File: config.mk
export PLATFORM = sky130hd
export DESIGN_NAME = matrix_keypad_scan_debounce_flat
export DESIGN_NICKNAME = d
export VERILOG_FILES = /design/src/design/kpd_pkg.sv /design/src/design/kpd_if.sv /design/src/design/matrix_keypad_scan_debounce.sv /design/src/design/kpd_debounce.sv /design/src/flat_wrapper.sv
export SDC_FILE = /design/constraint.sdc
export NUM_CORES = 1
export LEC_CHECK = 0
export BUFFER_PORTS_ARGS = -buffer_cell sky130_fd_sc_hd__buf_2
export CAP_MARGIN = 5
export CORE_UTILIZATION = 60
export CTS_BUF_LIST = sky130_fd_sc_hd__clkbuf_8
export DETAILED_ROUTE_END_ITERATION = 8
export MAX_ROUTING_LAYER = met4
export PLACE_DENSITY = 0.85
export SLEW_MARGIN = 25
export SYNTH_ARGS = -nofsm -noshare
export SYNTH_HDL_FRONTEND = slang
export SYNTH_HIERARCHICAL = 1
export SYNTH_SLANG_ARGS = --single-unit
File: constraint.sdc
create_clock -name clock -period 8.74 [get_ports clock]
set_clock_uncertainty 0.05 [all_clocks]
set_input_delay 1.748 -clock clock [delete_from_list [all_inputs] [get_ports clock]]
set_output_delay 1.748 -clock clock [all_outputs]
set_load 0.03 [all_outputs]
File: src/design/kpd_pkg.sv
`timescale 1ns / 1ps
`default_nettype none

package kpd_pkg;

   localparam int KEY_ROWS_DEFAULT    = 4;
   localparam int KEY_COLUMNS_DEFAULT = 4;

   localparam int ROW_W  = 4;
   localparam int DRV_W  = 4;
   localparam int CODE_W = 5;
   localparam int MAP_W  = 16;
   localparam int CNT_W  = 4;

   localparam logic [CNT_W-1:0] THRESHOLD_RESET = 4'd10;

   typedef enum logic [0:0] {
      OP_SCAN = 1'b0,
      OP_READ = 1'b1
   } opcode_type;

   // Request as seen by the debounce logic in the cycle it is executed.
   typedef struct packed {
      logic             fire;
      opcode_type       opcode;
      logic [ROW_W-1:0] rows;
   } step_type;

   typedef struct packed {
      logic [DRV_W-1:0]  column_drive;
      logic [CODE_W-1:0] key_code;
      logic [MAP_W-1:0]  pressed_map;
   } result_type;

endpackage

`default_nettype wire

File: src/design/kpd_if.sv
`timescale 1ns / 1ps
`default_nettype none

interface kpd_req_if;
   import kpd_pkg::*;
   logic             valid;
   logic             ready;
   logic             opcode;
   logic [ROW_W-1:0] row_levels;

   modport source (output valid, output opcode, output row_levels, input ready);
   modport sink   (input valid, input opcode, input row_levels, output ready);
endinterface

interface kpd_rsp_if;
   import kpd_pkg::*;
   logic              valid;
   logic              ready;
   logic [DRV_W-1:0]  column_drive;
   logic [CODE_W-1:0] key_code;
   logic [MAP_W-1:0]  pressed_map;

   modport source (output valid, output column_drive, output key_code, output pressed_map,
                   input ready);
   modport sink   (input valid, input column_drive, input key_code, input pressed_map,
                   output ready);
endinterface

interface kpd_csr_if;
   import kpd_pkg::*;
   logic             valid;
   logic             ready;
   logic [CNT_W-1:0] debounce_threshold;

   modport source (output valid, output debounce_threshold, input ready);
   modport sink   (input valid, input debounce_threshold, output ready);
endinterface

`default_nettype wire

File: src/design/matrix_keypad_scan_debounce.sv
`timescale 1ns / 1ps
`default_nettype none

// A request accepted into the input register executes once the response register is free
// or is being emptied, and its result is then loaded into the response register.
// One request per cycle while responses are taken. While a response waits, the input
// register takes one more request and holds the input off until the response is taken.
// Reset (synchronous, active high) clears all debounce counters, pressed flags,
// the latched key and the scan column, and sets the debounce threshold to 10.
module matrix_keypad_scan_debounce #(
   parameter int KEY_ROWS    = kpd_pkg::KEY_ROWS_DEFAULT,
   parameter int KEY_COLUMNS = kpd_pkg::KEY_COLUMNS_DEFAULT
) (
   input wire logic   clock,
   input wire logic   reset,
   kpd_req_if.sink    req_bus,
   kpd_rsp_if.source  rsp_bus,
   kpd_csr_if.sink    csr_bus
);
   import kpd_pkg::*;

   logic             in_valid_ff;
   logic             in_valid_in;
   opcode_type       in_op_ff;
   logic [ROW_W-1:0] in_rows_ff;
   logic             out_valid_ff;
   logic             out_valid_in;
   result_type       out_ff;
   result_type       result;
   logic             advance;
   logic             fire;
   logic [CNT_W-1:0] threshold_ff;
   step_type         step;

   assign advance       = !out_valid_ff || rsp_bus.ready;
   assign fire          = in_valid_ff && advance;
   assign req_bus.ready = !in_valid_ff || advance;
   assign csr_bus.ready = 1'b1;

   assign in_valid_in  = req_bus.ready ? req_bus.valid : in_valid_ff;
   assign out_valid_in = fire ? 1'b1 : (rsp_bus.ready ? 1'b0 : out_valid_ff);

   assign step.fire   = fire;
   assign step.opcode = in_op_ff;
   assign step.rows   = in_rows_ff;

   kpd_debounce #(
      .KEY_ROWS    (KEY_ROWS),
      .KEY_COLUMNS (KEY_COLUMNS)
   ) u_debounce (
      .clock     (clock),
      .reset     (reset),
      .step      (step),
      .threshold (threshold_ff),
      .result    (result)
   );

   always_ff @(posedge clock) begin
      if (reset) begin
         in_valid_ff  <= 1'b0;
         out_valid_ff <= 1'b0;
         threshold_ff <= THRESHOLD_RESET;
      end else begin
         in_valid_ff  <= in_valid_in;
         out_valid_ff <= out_valid_in;
         if (csr_bus.valid) begin
            threshold_ff <= csr_bus.debounce_threshold;
         end
      end
   end

   always_ff @(posedge clock) begin
      if (req_bus.valid && req_bus.ready) begin
         in_op_ff   <= opcode_type'(req_bus.opcode);
         in_rows_ff <= req_bus.row_levels;
      end
      if (fire) begin
         out_ff <= result;
      end
   end

   assign rsp_bus.valid        = out_valid_ff;
   assign rsp_bus.column_drive = out_ff.column_drive;
   assign rsp_bus.key_code     = out_ff.key_code;
   assign rsp_bus.pressed_map  = out_ff.pressed_map;

   pending_kept_a: assert property (@(posedge clock) disable iff (reset)
      in_valid_ff && !advance |=> in_valid_ff)
      else $error("stalled request dropped from the input register");

   fire_gives_rsp_a: assert property (@(posedge clock) disable iff (reset)
      fire |=> out_valid_ff)
      else $error("executed request produced no response");

   no_overrun_a: assert property (@(posedge clock) disable iff (reset)
      !(req_bus.valid && req_bus.ready && in_valid_ff && !advance))
      else $error("request accepted into a full input register");

endmodule

`default_nettype wire

File: src/design/kpd_debounce.sv
`timescale 1ns / 1ps
`default_nettype none

module kpd_debounce #(
   parameter int KEY_ROWS    = kpd_pkg::KEY_ROWS_DEFAULT,
   parameter int KEY_COLUMNS = kpd_pkg::KEY_COLUMNS_DEFAULT
) (
   input  wire logic                        clock,
   input  wire logic                        reset,
   input  wire kpd_pkg::step_type           step,
   input  wire logic [kpd_pkg::CNT_W-1:0]   threshold,
   output kpd_pkg::result_type              result
);
   import kpd_pkg::*;

   localparam int KEY_TOTAL = KEY_ROWS * KEY_COLUMNS;
   localparam int COL_IDX_W = (KEY_COLUMNS > 1) ? $clog2(KEY_COLUMNS) : 1;
   localparam logic [COL_IDX_W-1:0] LAST_COL = COL_IDX_W'(KEY_COLUMNS - 1);

   logic                  scan;
   logic                  read;
   logic [KEY_ROWS-1:0]   rows_ext;
   logic [KEY_TOTAL-1:0]  confirm;
   logic [KEY_TOTAL-1:0]  flag_next;
   logic [COL_IDX_W-1:0]  col_ff;
   logic [COL_IDX_W-1:0]  col_in;
   logic [CODE_W-1:0]     latch_ff;
   logic [CODE_W-1:0]     latch_in;
   logic [CODE_W-1:0]     code_out;
   logic [CODE_W-1:0]     new_code;
   logic [KEY_COLUMNS-1:0] drive_full;

   assign scan     = step.fire && (step.opcode == OP_SCAN);
   assign read     = step.fire && (step.opcode == OP_READ);
   assign rows_ext = KEY_ROWS'(step.rows);

   // One up/down counter and flag per key; only the keys of the scanned column move.
   for (genvar r = 0; r < KEY_ROWS; r++) begin : g_row
      for (genvar c = 0; c < KEY_COLUMNS; c++) begin : g_col
         localparam int K = r * KEY_COLUMNS + c;
         logic [CNT_W-1:0] count_ff;
         logic [CNT_W-1:0] count_in;
         logic             flag_ff;
         logic             flag_in;
         logic             active;
         logic             down;

         assign active = scan && (col_ff == COL_IDX_W'(c));
         assign down   = !rows_ext[KEY_ROWS-1-r];

         always_comb begin
            count_in   = count_ff;
            flag_in    = flag_ff;
            confirm[K] = 1'b0;
            if (active && down) begin
               if (count_ff < threshold) begin
                  count_in = count_ff + 1'b1;
                  if (count_in == threshold) begin
                     flag_in    = 1'b1;
                     confirm[K] = 1'b1;
                  end
               end
            end else if (active && count_ff != '0) begin
               count_in = count_ff - 1'b1;
               if (count_in == '0) begin
                  flag_in = 1'b0;
               end
            end
         end

         assign flag_next[K] = flag_in;

         always_ff @(posedge clock) begin
            if (reset) begin
               count_ff <= '0;
               flag_ff  <= 1'b0;
            end else begin
               count_ff <= count_in;
               flag_ff  <= flag_in;
            end
         end
      end
   end

   // The highest confirming key wins, since later rows overwrite earlier ones.
   always_comb begin
      new_code = '0;
      for (int k = 0; k < KEY_TOTAL; k++) begin
         if (confirm[k]) begin
            new_code = CODE_W'(k + 1);
         end
      end
   end

   always_comb begin
      latch_in = latch_ff;
      code_out = '0;
      col_in   = col_ff;
      if (read) begin
         code_out = latch_ff;
         latch_in = '0;
      end else if (scan) begin
         if (confirm != '0) begin
            latch_in = new_code;
         end
         col_in = (col_ff == LAST_COL) ? '0 : col_ff + 1'b1;
      end
   end

   always_comb begin
      for (int c = 0; c < KEY_COLUMNS; c++) begin
         drive_full[KEY_COLUMNS-1-c] = (col_in != COL_IDX_W'(c));
      end
   end

   assign result.column_drive = DRV_W'(drive_full);
   assign result.key_code     = code_out;
   assign result.pressed_map  = MAP_W'(flag_next);

   always_ff @(posedge clock) begin
      if (reset) begin
         col_ff   <= '0;
         latch_ff <= '0;
      end else begin
         col_ff   <= col_in;
         latch_ff <= latch_in;
      end
   end

   latch_range_a: assert property (@(posedge clock) disable iff (reset)
      (KEY_TOTAL >= 32) || (latch_ff <= CODE_W'(KEY_TOTAL)))
      else $error("latched key code out of range");

   read_clears_a: assert property (@(posedge clock) disable iff (reset)
      read |=> (latch_ff == '0))
      else $error("read did not clear the latched key");

   read_holds_column_a: assert property (@(posedge clock) disable iff (reset)
      !scan |=> (col_ff == $past(col_ff)))
      else $error("column moved without a scan");

endmodule

`default_nettype wire

File: src/flat_wrapper.sv
// flat-port wrapper written by rule: the top's interface ports become plain ports
module matrix_keypad_scan_debounce_flat import kpd_pkg::*;
#(
   parameter int KEY_ROWS    = kpd_pkg::KEY_ROWS_DEFAULT,
   parameter int KEY_COLUMNS = kpd_pkg::KEY_COLUMNS_DEFAULT
)
  (clock, reset, req_bus_valid, req_bus_opcode, req_bus_row_levels, req_bus_ready, rsp_bus_valid, rsp_bus_column_drive, rsp_bus_key_code, rsp_bus_pressed_map, rsp_bus_ready, csr_bus_valid, csr_bus_debounce_threshold, csr_bus_ready);
  kpd_req_if req_bus_i ();
  kpd_rsp_if rsp_bus_i ();
  kpd_csr_if csr_bus_i ();
  input wire logic clock;
  input wire logic reset;
  input wire logic [$bits(req_bus_i.valid)-1:0] req_bus_valid;
  input wire logic [$bits(req_bus_i.opcode)-1:0] req_bus_opcode;
  input wire logic [$bits(req_bus_i.row_levels)-1:0] req_bus_row_levels;
  output wire logic [$bits(req_bus_i.ready)-1:0] req_bus_ready;
  output wire logic [$bits(rsp_bus_i.valid)-1:0] rsp_bus_valid;
  output wire logic [$bits(rsp_bus_i.column_drive)-1:0] rsp_bus_column_drive;
  output wire logic [$bits(rsp_bus_i.key_code)-1:0] rsp_bus_key_code;
  output wire logic [$bits(rsp_bus_i.pressed_map)-1:0] rsp_bus_pressed_map;
  input wire logic [$bits(rsp_bus_i.ready)-1:0] rsp_bus_ready;
  input wire logic [$bits(csr_bus_i.valid)-1:0] csr_bus_valid;
  input wire logic [$bits(csr_bus_i.debounce_threshold)-1:0] csr_bus_debounce_threshold;
  output wire logic [$bits(csr_bus_i.ready)-1:0] csr_bus_ready;
  assign req_bus_i.valid = req_bus_valid;
  assign req_bus_i.opcode = req_bus_opcode;
  assign req_bus_i.row_levels = req_bus_row_levels;
  assign req_bus_ready = req_bus_i.ready;
  assign rsp_bus_valid = rsp_bus_i.valid;
  assign rsp_bus_column_drive = rsp_bus_i.column_drive;
  assign rsp_bus_key_code = rsp_bus_i.key_code;
  assign rsp_bus_pressed_map = rsp_bus_i.pressed_map;
  assign rsp_bus_i.ready = rsp_bus_ready;
  assign csr_bus_i.valid = csr_bus_valid;
  assign csr_bus_i.debounce_threshold = csr_bus_debounce_threshold;
  assign csr_bus_ready = csr_bus_i.ready;
  matrix_keypad_scan_debounce #(.KEY_ROWS(KEY_ROWS), .KEY_COLUMNS(KEY_COLUMNS)) u_core (.clock(clock), .reset(reset), .req_bus(req_bus_i), .rsp_bus(rsp_bus_i), .csr_bus(csr_bus_i));
endmodule
# Word level (Yosys, flattened, before mapping)
# Cells that the tools add are included.
[totals] input_bits=14 register_bits=123
[classes] mux=197 n_eq_ne=38 n_lt_le_gt_ge=16 n_bitwise=1 addsub=33 reduce_logical=118
[ops] operator="2-to-1 mux 4 bit" n=48
[ops] operator="2-to-1 mux 1 bit" n=131
[ops] operator="2-to-1 mux 5 bit" n=15
[ops] operator="adder 4 x 1 -> 4 bit (second input constant)" n=16
[ops] operator="== test 4 bit" n=16
[ops] operator="zero test 4 bit" n=16
[ops] operator="< comparator 4 bit" n=16
[ops] operator="nonzero test 4 bit" n=16
[ops] operator="subtractor 4 x 1 -> 4 bit (second input constant)" n=16
[ops] operator="logical AND 1 bit" n=40
[ops] operator="nonzero test 2 bit" n=18
[ops] operator="inequality test 2 x 1 -> 1 bit (second input constant)" n=17
[ops] operator="AND reduction 2 bit" n=17
[ops] operator="nonzero test 16 bit" n=1
[ops] operator="zero test 1 bit" n=6
[ops] operator="2-to-1 mux 2 bit" n=3
[ops] operator="== test 2 bit (second input constant)" n=2
[ops] operator="inequality test 2 bit (second input constant)" n=2
[ops] operator="adder 2 x 1 -> 2 bit (second input constant)" n=1
[ops] operator="== test 2 x 1 -> 1 bit (second input constant)" n=1
[ops] operator="zero test 2 bit" n=1
[ops] operator="logical OR 1 bit" n=2
[ops] operator="OR reduction 2 bit" n=1
[ops] operator="inverter 1 bit" n=1

# Logic depth before layout (Yosys ltp)
[logic_depth] word_depth=23 depth_mapped=12

# Cells and area by module
# The synthesis kept the hierarchy.
[modules_own_cells] module="kpd_debounce" cells_each=994 n_inst=1 area_each_um2=8080.2
[modules_own_cells] module="matrix_keypad_scan_debounce" cells_each=54 n_inst=1 area_each_um2=1133.6

# Worst setup path after synthesis
# OpenSTA, ideal clock, no wires.
[synth_timing] path_kind="input -> register" startpoint="input rsp_bus_ready" endpoint="register u_core.u_debounce.latch_ff[1]" t_arrival_ns=4.366 required_ns=8.565 path_slack_ns=4.199 n_path_buf=1 setup_time_ns=0.125 cell_stages=11 cell_sequence="nand2b_1 -> and2_1 -> buf_2 -> nand3b_1 -> nor2_2 -> nand4_1 -> a211oi_1 -> nor2_1 -> a211o_1 -> a211oi_1 -> o21ai_0"
[synth_between] elab_chain_cells=21 elab_cells_between_ends=58 classes_between="mux (31); reduce/logical (27)"
[synth_lines] element="start: declaration" line_no="flat_wrapper.sv:21" rtl="input wire logic [$bits(rsp_bus_i.ready)-1:0] rsp_bus_ready;"
[synth_lines] element="logical OR 1 bit *" line_no="matrix_keypad_scan_debounce.sv:35" rtl="assign advance = !out_valid_ff || rsp_bus.ready;"
[synth_lines] element="logical AND 1 bit *" line_no="matrix_keypad_scan_debounce.sv:36" rtl="assign fire = in_valid_ff && advance;"
[synth_lines] element="named net u_core.fire" line_no="matrix_keypad_scan_debounce.sv:31" rtl="logic fire;"
[synth_lines] element="logical AND 1 bit" line_no="kpd_debounce.sv:33" rtl="assign scan = step.fire && (step.opcode == OP_SCAN);"
[synth_lines] element="logical AND 1 bit" line_no="kpd_debounce.sv:48" rtl="assign active = scan && (col_ff == COL_IDX_W'(c));"
[synth_lines] element="logical AND 1 bit" line_no="kpd_debounce.sv:55" rtl="if (active && down) begin"
[synth_lines] element="2-to-1 mux 1 bit" line_no="kpd_debounce.sv:55"
[synth_lines] element="2-to-1 mux 5 bit (15 in a row)" line_no="kpd_debounce.sv:89" rtl="if (confirm[k]) begin"
[synth_lines] element="end signal: assignment" line_no="kpd_debounce.sv:126" rtl="latch_ff <= latch_in;"
[synth_lines] element="end: declaration" line_no="kpd_debounce.sv:27" rtl="logic [CODE_W-1:0] latch_ff;"
# Mark *: on every way through the listed nets, which the timed path passes. The rest lies on a longest branch.
# A chain may end at the register's enable or synchronous reset.

# Worst setup path in the final report
[layout_timing] startpoint="input rsp_bus_ready" endpoint="register u_core.u_debounce.latch_ff[0]"
[layout_between] elab_chain_cells=22 elab_cells_between_ends=59 classes_between="mux (32); reduce/logical (27)"
[layout_lines] element="logical OR 1 bit *" line_no="matrix_keypad_scan_debounce.sv:35"
[layout_lines] element="logical AND 1 bit *" line_no="matrix_keypad_scan_debounce.sv:36"
[layout_lines] element="named net u_core.fire" line_no="matrix_keypad_scan_debounce.sv:31"
[layout_lines] element="logical AND 1 bit" line_no="kpd_debounce.sv:33"
[layout_lines] element="logical AND 1 bit" line_no="kpd_debounce.sv:48"
[layout_lines] element="logical AND 1 bit" line_no="kpd_debounce.sv:55"
[layout_lines] element="2-to-1 mux 1 bit" line_no="kpd_debounce.sv:55"
[layout_lines] element="2-to-1 mux 1 bit" line_no="kpd_debounce.sv:89"
[layout_lines] element="2-to-1 mux 5 bit (15 in a row)" line_no="kpd_debounce.sv:89"
# Marked as above.

==> implementation parameters <==
Parameter                              Value

Yosys
  Post-synthesis instance area ... between 0.009 and 0.01 mm2
  Synthesized flop and latch total ... 123
  Syn_area_per_cell ... ~9 um2
  Synth warnings ... 6
  Number of enable-type register cells in the synthesized netlist ... 30
  Synth Net Count ... approximately 1.2k
  Primary flip-flop cell chosen by synthesis mapping ... sky130_fd_sc_hd__dfxtp_1
  Number of library cell types mapped by synthesis ... 60
  Async set-reset flop share out of synthesis ... 0
  Sequential element share of the synthesized area ... 0.300
  Cell count after synthesis ... around 1.0k

Placement
  Number of instances in the placed design ... 1,217
  Post-detailed-placement half-perimeter wirelength ... between 10,000 and 15,000 um
  Placer congestion estimate ... ~0.86
  Port-buffer cells ... 40

Timing
  Final setup viols ... 0
  Achievable clock frequency ... about 0.2 GHz
  Post-route fraction of the period consumed by the critical path ... 0.555
  Final critical delay including setup and external delays ... ~4.9 ns
  RSZ-0062 raised after global routing ... no
  Setup TNS ... 0 ns
  Slew margin rel. ... 0.338
  Final Max Tran Viols ... 0
  Number of hold-slack violations in the final timing report ... 0
  Worst Tran Pin Value ... 0.993 ns

Pwr
  Combinational share of power ... 0.121
  Clk pwr share ... 0.402
  Power per cell area ... approximately 130 mW/mm2
  Highest ir drop seen on vdd ... between 0.1 and 0.15 mV
  Internal power ... approximately 0.93 mW
  Total Power ... between 1 and 1.5 mW
  Leakage dissipation ... between 4 and 5 nW
  Switching Share ... 0.275
  Sequential fraction of design power ... 0.477
  Switching power summed over all nets ... 0.353 mW

Finish
  Multi-input logic area ... 0.00594 mm2
  Post-route non-filler standard cell count ... approximately 1.2k
  Fraction of layout instances using a drive strength above 1 ... 0.0883
  Commonest non-fill, non-tap cell in the layout ... sky130_fd_sc_hd__ha_1
  Post-layout nets ... about 1.2k
  Area growth syn-to-layout ... 5.66%
  Filler Cells Inserted ... roughly 1.2k
  N_diodes ... 0
  Commonest cells after routing, fill and taps aside ... sky130_fd_sc_hd__ha_1 (116), sky130_fd_sc_hd__nor2_1 (114), sky130_fd_sc_hd__dfxtp_1 (93)
  Reg area ... roughly 0.0028 mm2
  Fin util ... 0.660

Drt
  Number of nets with antenna violations after detailed routing ... 0
  Count of routing violations after the opening detailed-route iteration ... roughly 560
  Number of vias in the routed layout ... between 7k and 8k
  Vias per cell ... ~5.9
  Average wire per standard cell ... between 15 and 20 um
  Total Wirelength ... just over 20,000 um
  Pre-Repair DR Iteration Count ... 6
  Number of remaining DRC errors ... 0

Clocking
  Reg clk slew, reported paths ... ~0.070 ns
  CTS tree ... done
  Post-CTS setup buffer count ... 0
  Clock root buffer master ... sky130_fd_sc_hd__clkbuf_8
  Max H-tree Level ... 4
  Maximum clock insertion buffer count ... 2
  Total clock sinks ... 123
  Gates resized, CTS repair ... 0
  Number of buffers inserted for hold repair after clock tree synthesis ... 0
  Cts bufs inserted ... 17
  Clock network latency to the later pin of the worst-skew pair ... 0.45 ns

Floorplan
  Area of the die ... approximately 0.016 mm2
  Effective utilization at floorplan ... 0.624
  Floorplan row count ... 44
  Die Span Y ... 126 um
  Die Wd ... roughly 130 um
  Placeable Area ... about 0.015 mm2
  Io pins ... 42

Global route
  Remaining global-route overflow ... 0
  Gr usage total ... 0.278
  Maximum number of pins on one net before global-route repair ... between 90 and 100
  Vias in the first global route ... around 7.0k
  First-pass GRT wire length ... 34,100 um
  Antenna violations before repair ... 0

Min path
  Cell depth of the worst min-delay path ... 2
  Worst min-delay path class ... register to register
  Min-Delay Startpoint ... u_core/in_valid_ff
  Hold Path Sink ... u_core/rsp_bus.valid

Critical path
  Critical path required time ... around 9.1 ns
  Crit start category ... primary input
  Worst Setup End Kind ... register
  Worst path arrival time ... between 5 and 6 ns
  Beginning of the worst register-to-register path ... u_core/rsp_bus.valid
  Reg2reg end ... u_core/u_debounce/latch_ff[0]
  Worst-path fanout max ... 40
  Worst Reg-to-Reg Cells ... 11
  Worst setup slack for register-to-register paths ... ~5.0 ns
  Kind of critical path ... primary input to register

Run
  Maximum Capacitance Violations ... 0

Status
  Run status ... complete, no violations
[per-stage QoR]
stage	cell area, um2	hold WS (ns)	worst slack, ns
floorplan	9210	0.376	4.20
global route	9740	0.435	3.64
detailed placement	9340	0.400	3.51
finish	9740	0.417	3.89
CTS	9740	0.409	3.99
global placement	9340	0.396	3.60
[logic make-up (layout without fill, tap and decap cells)]
group                      after synthesis  after routing  share of synthesized area
and+or+nand+nor                        328            328                      0.188
adders and majority gates              116            116                      0.158
xor gates and xnor gates               156            156                      0.153
buffers and inverters                  105            122                     0.0555
AOI/OAI and AO/OA                      201            201                      0.127
other                                    1              1                   0.000407
DFF                                    123            123                      0.300
muxes                                   18             18                     0.0196
[area by class of cell]
type                            instances  area share
Sequential cell                       123       0.284
Inverter                               44      0.0170
Timing Repair Buffer                   46      0.0252
Clock inverter                         15      0.0162
Multi-Input combinational cell        820       0.610
Clock buffer                           17      0.0240
Tap cell                              184      0.0236
[worst max-delay path: stages]
cell and delay (ns):
sky130_fd_sc_hd__buf_2 0.08, sky130_fd_sc_hd__nand2b_1 0.11, sky130_fd_sc_hd__and2_2 0.18, sky130_fd_sc_hd__buf_4 0.42
sky130_fd_sc_hd__nand3b_1 0.67, sky130_fd_sc_hd__nor2_2 0.38, sky130_fd_sc_hd__nand4_1 0.14, sky130_fd_sc_hd__a211oi_1 0.57
sky130_fd_sc_hd__nor3b_1 0.12, sky130_fd_sc_hd__a311oi_1 0.35, sky130_fd_sc_hd__a221oi_1 0.15, sky130_fd_sc_hd__o31ai_1 0.22
[flip-flops by register name, summed over array words and instances, names as in the netlist]
name                                    flops
u_core/rsp_bus.key_code                     5
u_core/u_debounce/g_row.g_col.flag_ff      16
u_core/rsp_bus.pressed_map                 16
u_core/u_debounce/g_row.g_col.count_ff     64
u_core/in_rows_ff                           4
u_core/rsp_bus.valid                        1
u_core/in_valid_ff                          1
u_core/rsp_bus.column_drive                 4
u_core/threshold_ff                         4
u_core/in_op_ff                             1
u_core/u_debounce/col_ff                    2
u_core/u_debounce/latch_ff                  5
[how the worst max path moves through the flow]
stage | to | depth (start not counted) | start | slack [ns]
2_1_floorplan | u_core/u_debounce/latch_ff[1] | 11 | rsp_bus_ready | 4.20
3_3_place_gp | u_core/u_debounce/latch_ff[1] | 12 | rsp_bus_ready | 3.60
3_5_place_dp | u_core/u_debounce/latch_ff[0] | 12 | rsp_bus_ready | 3.51
4_1_cts | u_core/u_debounce/latch_ff[0] | 12 | rsp_bus_ready | 3.99
5_1_grt | u_core/u_debounce/latch_ff[0] | 12 | rsp_bus_ready | 3.64
6_report | u_core/u_debounce/latch_ff[0] | 12 | rsp_bus_ready | 3.89
[cells in the mapped netlist, types with 2 or more instances]
library cell / n / area [um2]
sky130_fd_sc_hd__ha_1: 116 / 1450
sky130_fd_sc_hd__nor2_1: 114 / 428
sky130_fd_sc_hd__dfxtp_1: 93 / 1860
sky130_fd_sc_hd__xnor2_1: 92 / 806
sky130_fd_sc_hd__a21oi_1: 90 / 450
sky130_fd_sc_hd__xor2_1: 59 / 517
sky130_fd_sc_hd__o21ai_0: 46 / 230
sky130_fd_sc_hd__inv_1: 44 / 165
sky130_fd_sc_hd__nand3_1: 37 / 185
sky130_fd_sc_hd__or3_1: 31 / 194
sky130_fd_sc_hd__clkbuf_1: 30 / 113
sky130_fd_sc_hd__edfxtp_1: 30 / 901
sky130_fd_sc_hd__nor2b_1: 29 / 181
sky130_fd_sc_hd__nand2_1: 22 / 82.6
sky130_fd_sc_hd__buf_4: 20 / 150
sky130_fd_sc_hd__nand2b_1: 19 / 119
sky130_fd_sc_hd__mux2i_1: 18 / 180
sky130_fd_sc_hd__nand4_1: 17 / 106
sky130_fd_sc_hd__nor3_1: 17 / 85.1
sky130_fd_sc_hd__o21ai_1: 14 / 70.1
sky130_fd_sc_hd__nor3b_1: 9 / 67.6
sky130_fd_sc_hd__o31ai_1: 9 / 67.6
sky130_fd_sc_hd__a21o_1: 8 / 60.1
sky130_fd_sc_hd__a31oi_1: 7 / 43.8
sky130_fd_sc_hd__and3_1: 7 / 43.8
sky130_fd_sc_hd__buf_2: 7 / 35.0
sky130_fd_sc_hd__a211oi_1: 6 / 45.0
sky130_fd_sc_hd__a211o_1: 5 / 43.8
sky130_fd_sc_hd__nand3b_1: 5 / 37.5
sky130_fd_sc_hd__xor2_2: 4 / 65.1
sky130_fd_sc_hd__and2_1: 3 / 18.8
sky130_fd_sc_hd__and4bb_2: 3 / 37.5
sky130_fd_sc_hd__buf_6: 3 / 33.8
sky130_fd_sc_hd__o21a_1: 3 / 22.5
sky130_fd_sc_hd__a2111oi_2: 2 / 30.0
sky130_fd_sc_hd__nor4_1: 2 / 12.5
sky130_fd_sc_hd__o211a_1: 2 / 20.0
sky130_fd_sc_hd__or2_2: 2 / 12.5
sky130_fd_sc_hd__or4_4: 2 / 22.5
[layer usage]
| metal | global-route usage | vias up | share of wire |
|---|---|---|---|
| met3 | 0.0497 | 32 | 0.049 |
| met2 | 0.444 | 203 | 0.47 |
| met1 | 0.355 | 3551 | 0.46 |
| li1 | - | 3631 | - |
| met4 | 0.0950 | 0 | 0.018 |
| met5 | - | - | 0 |
[power groups by stage]
stage	Sequential, mW	Clock (mW)	Combinational [mW]
6_report	0.612	0.514	0.155
5_1_grt	0.613	0.552	0.172
4_1_cts	0.611	0.524	0.154
3_5_place_dp	0.624	0	0.152
3_3_place_gp	0.624	0	0.148
2_1_floorplan	0.625	0	0.115
No activity file was read; power rests on OpenSTA's default activity.
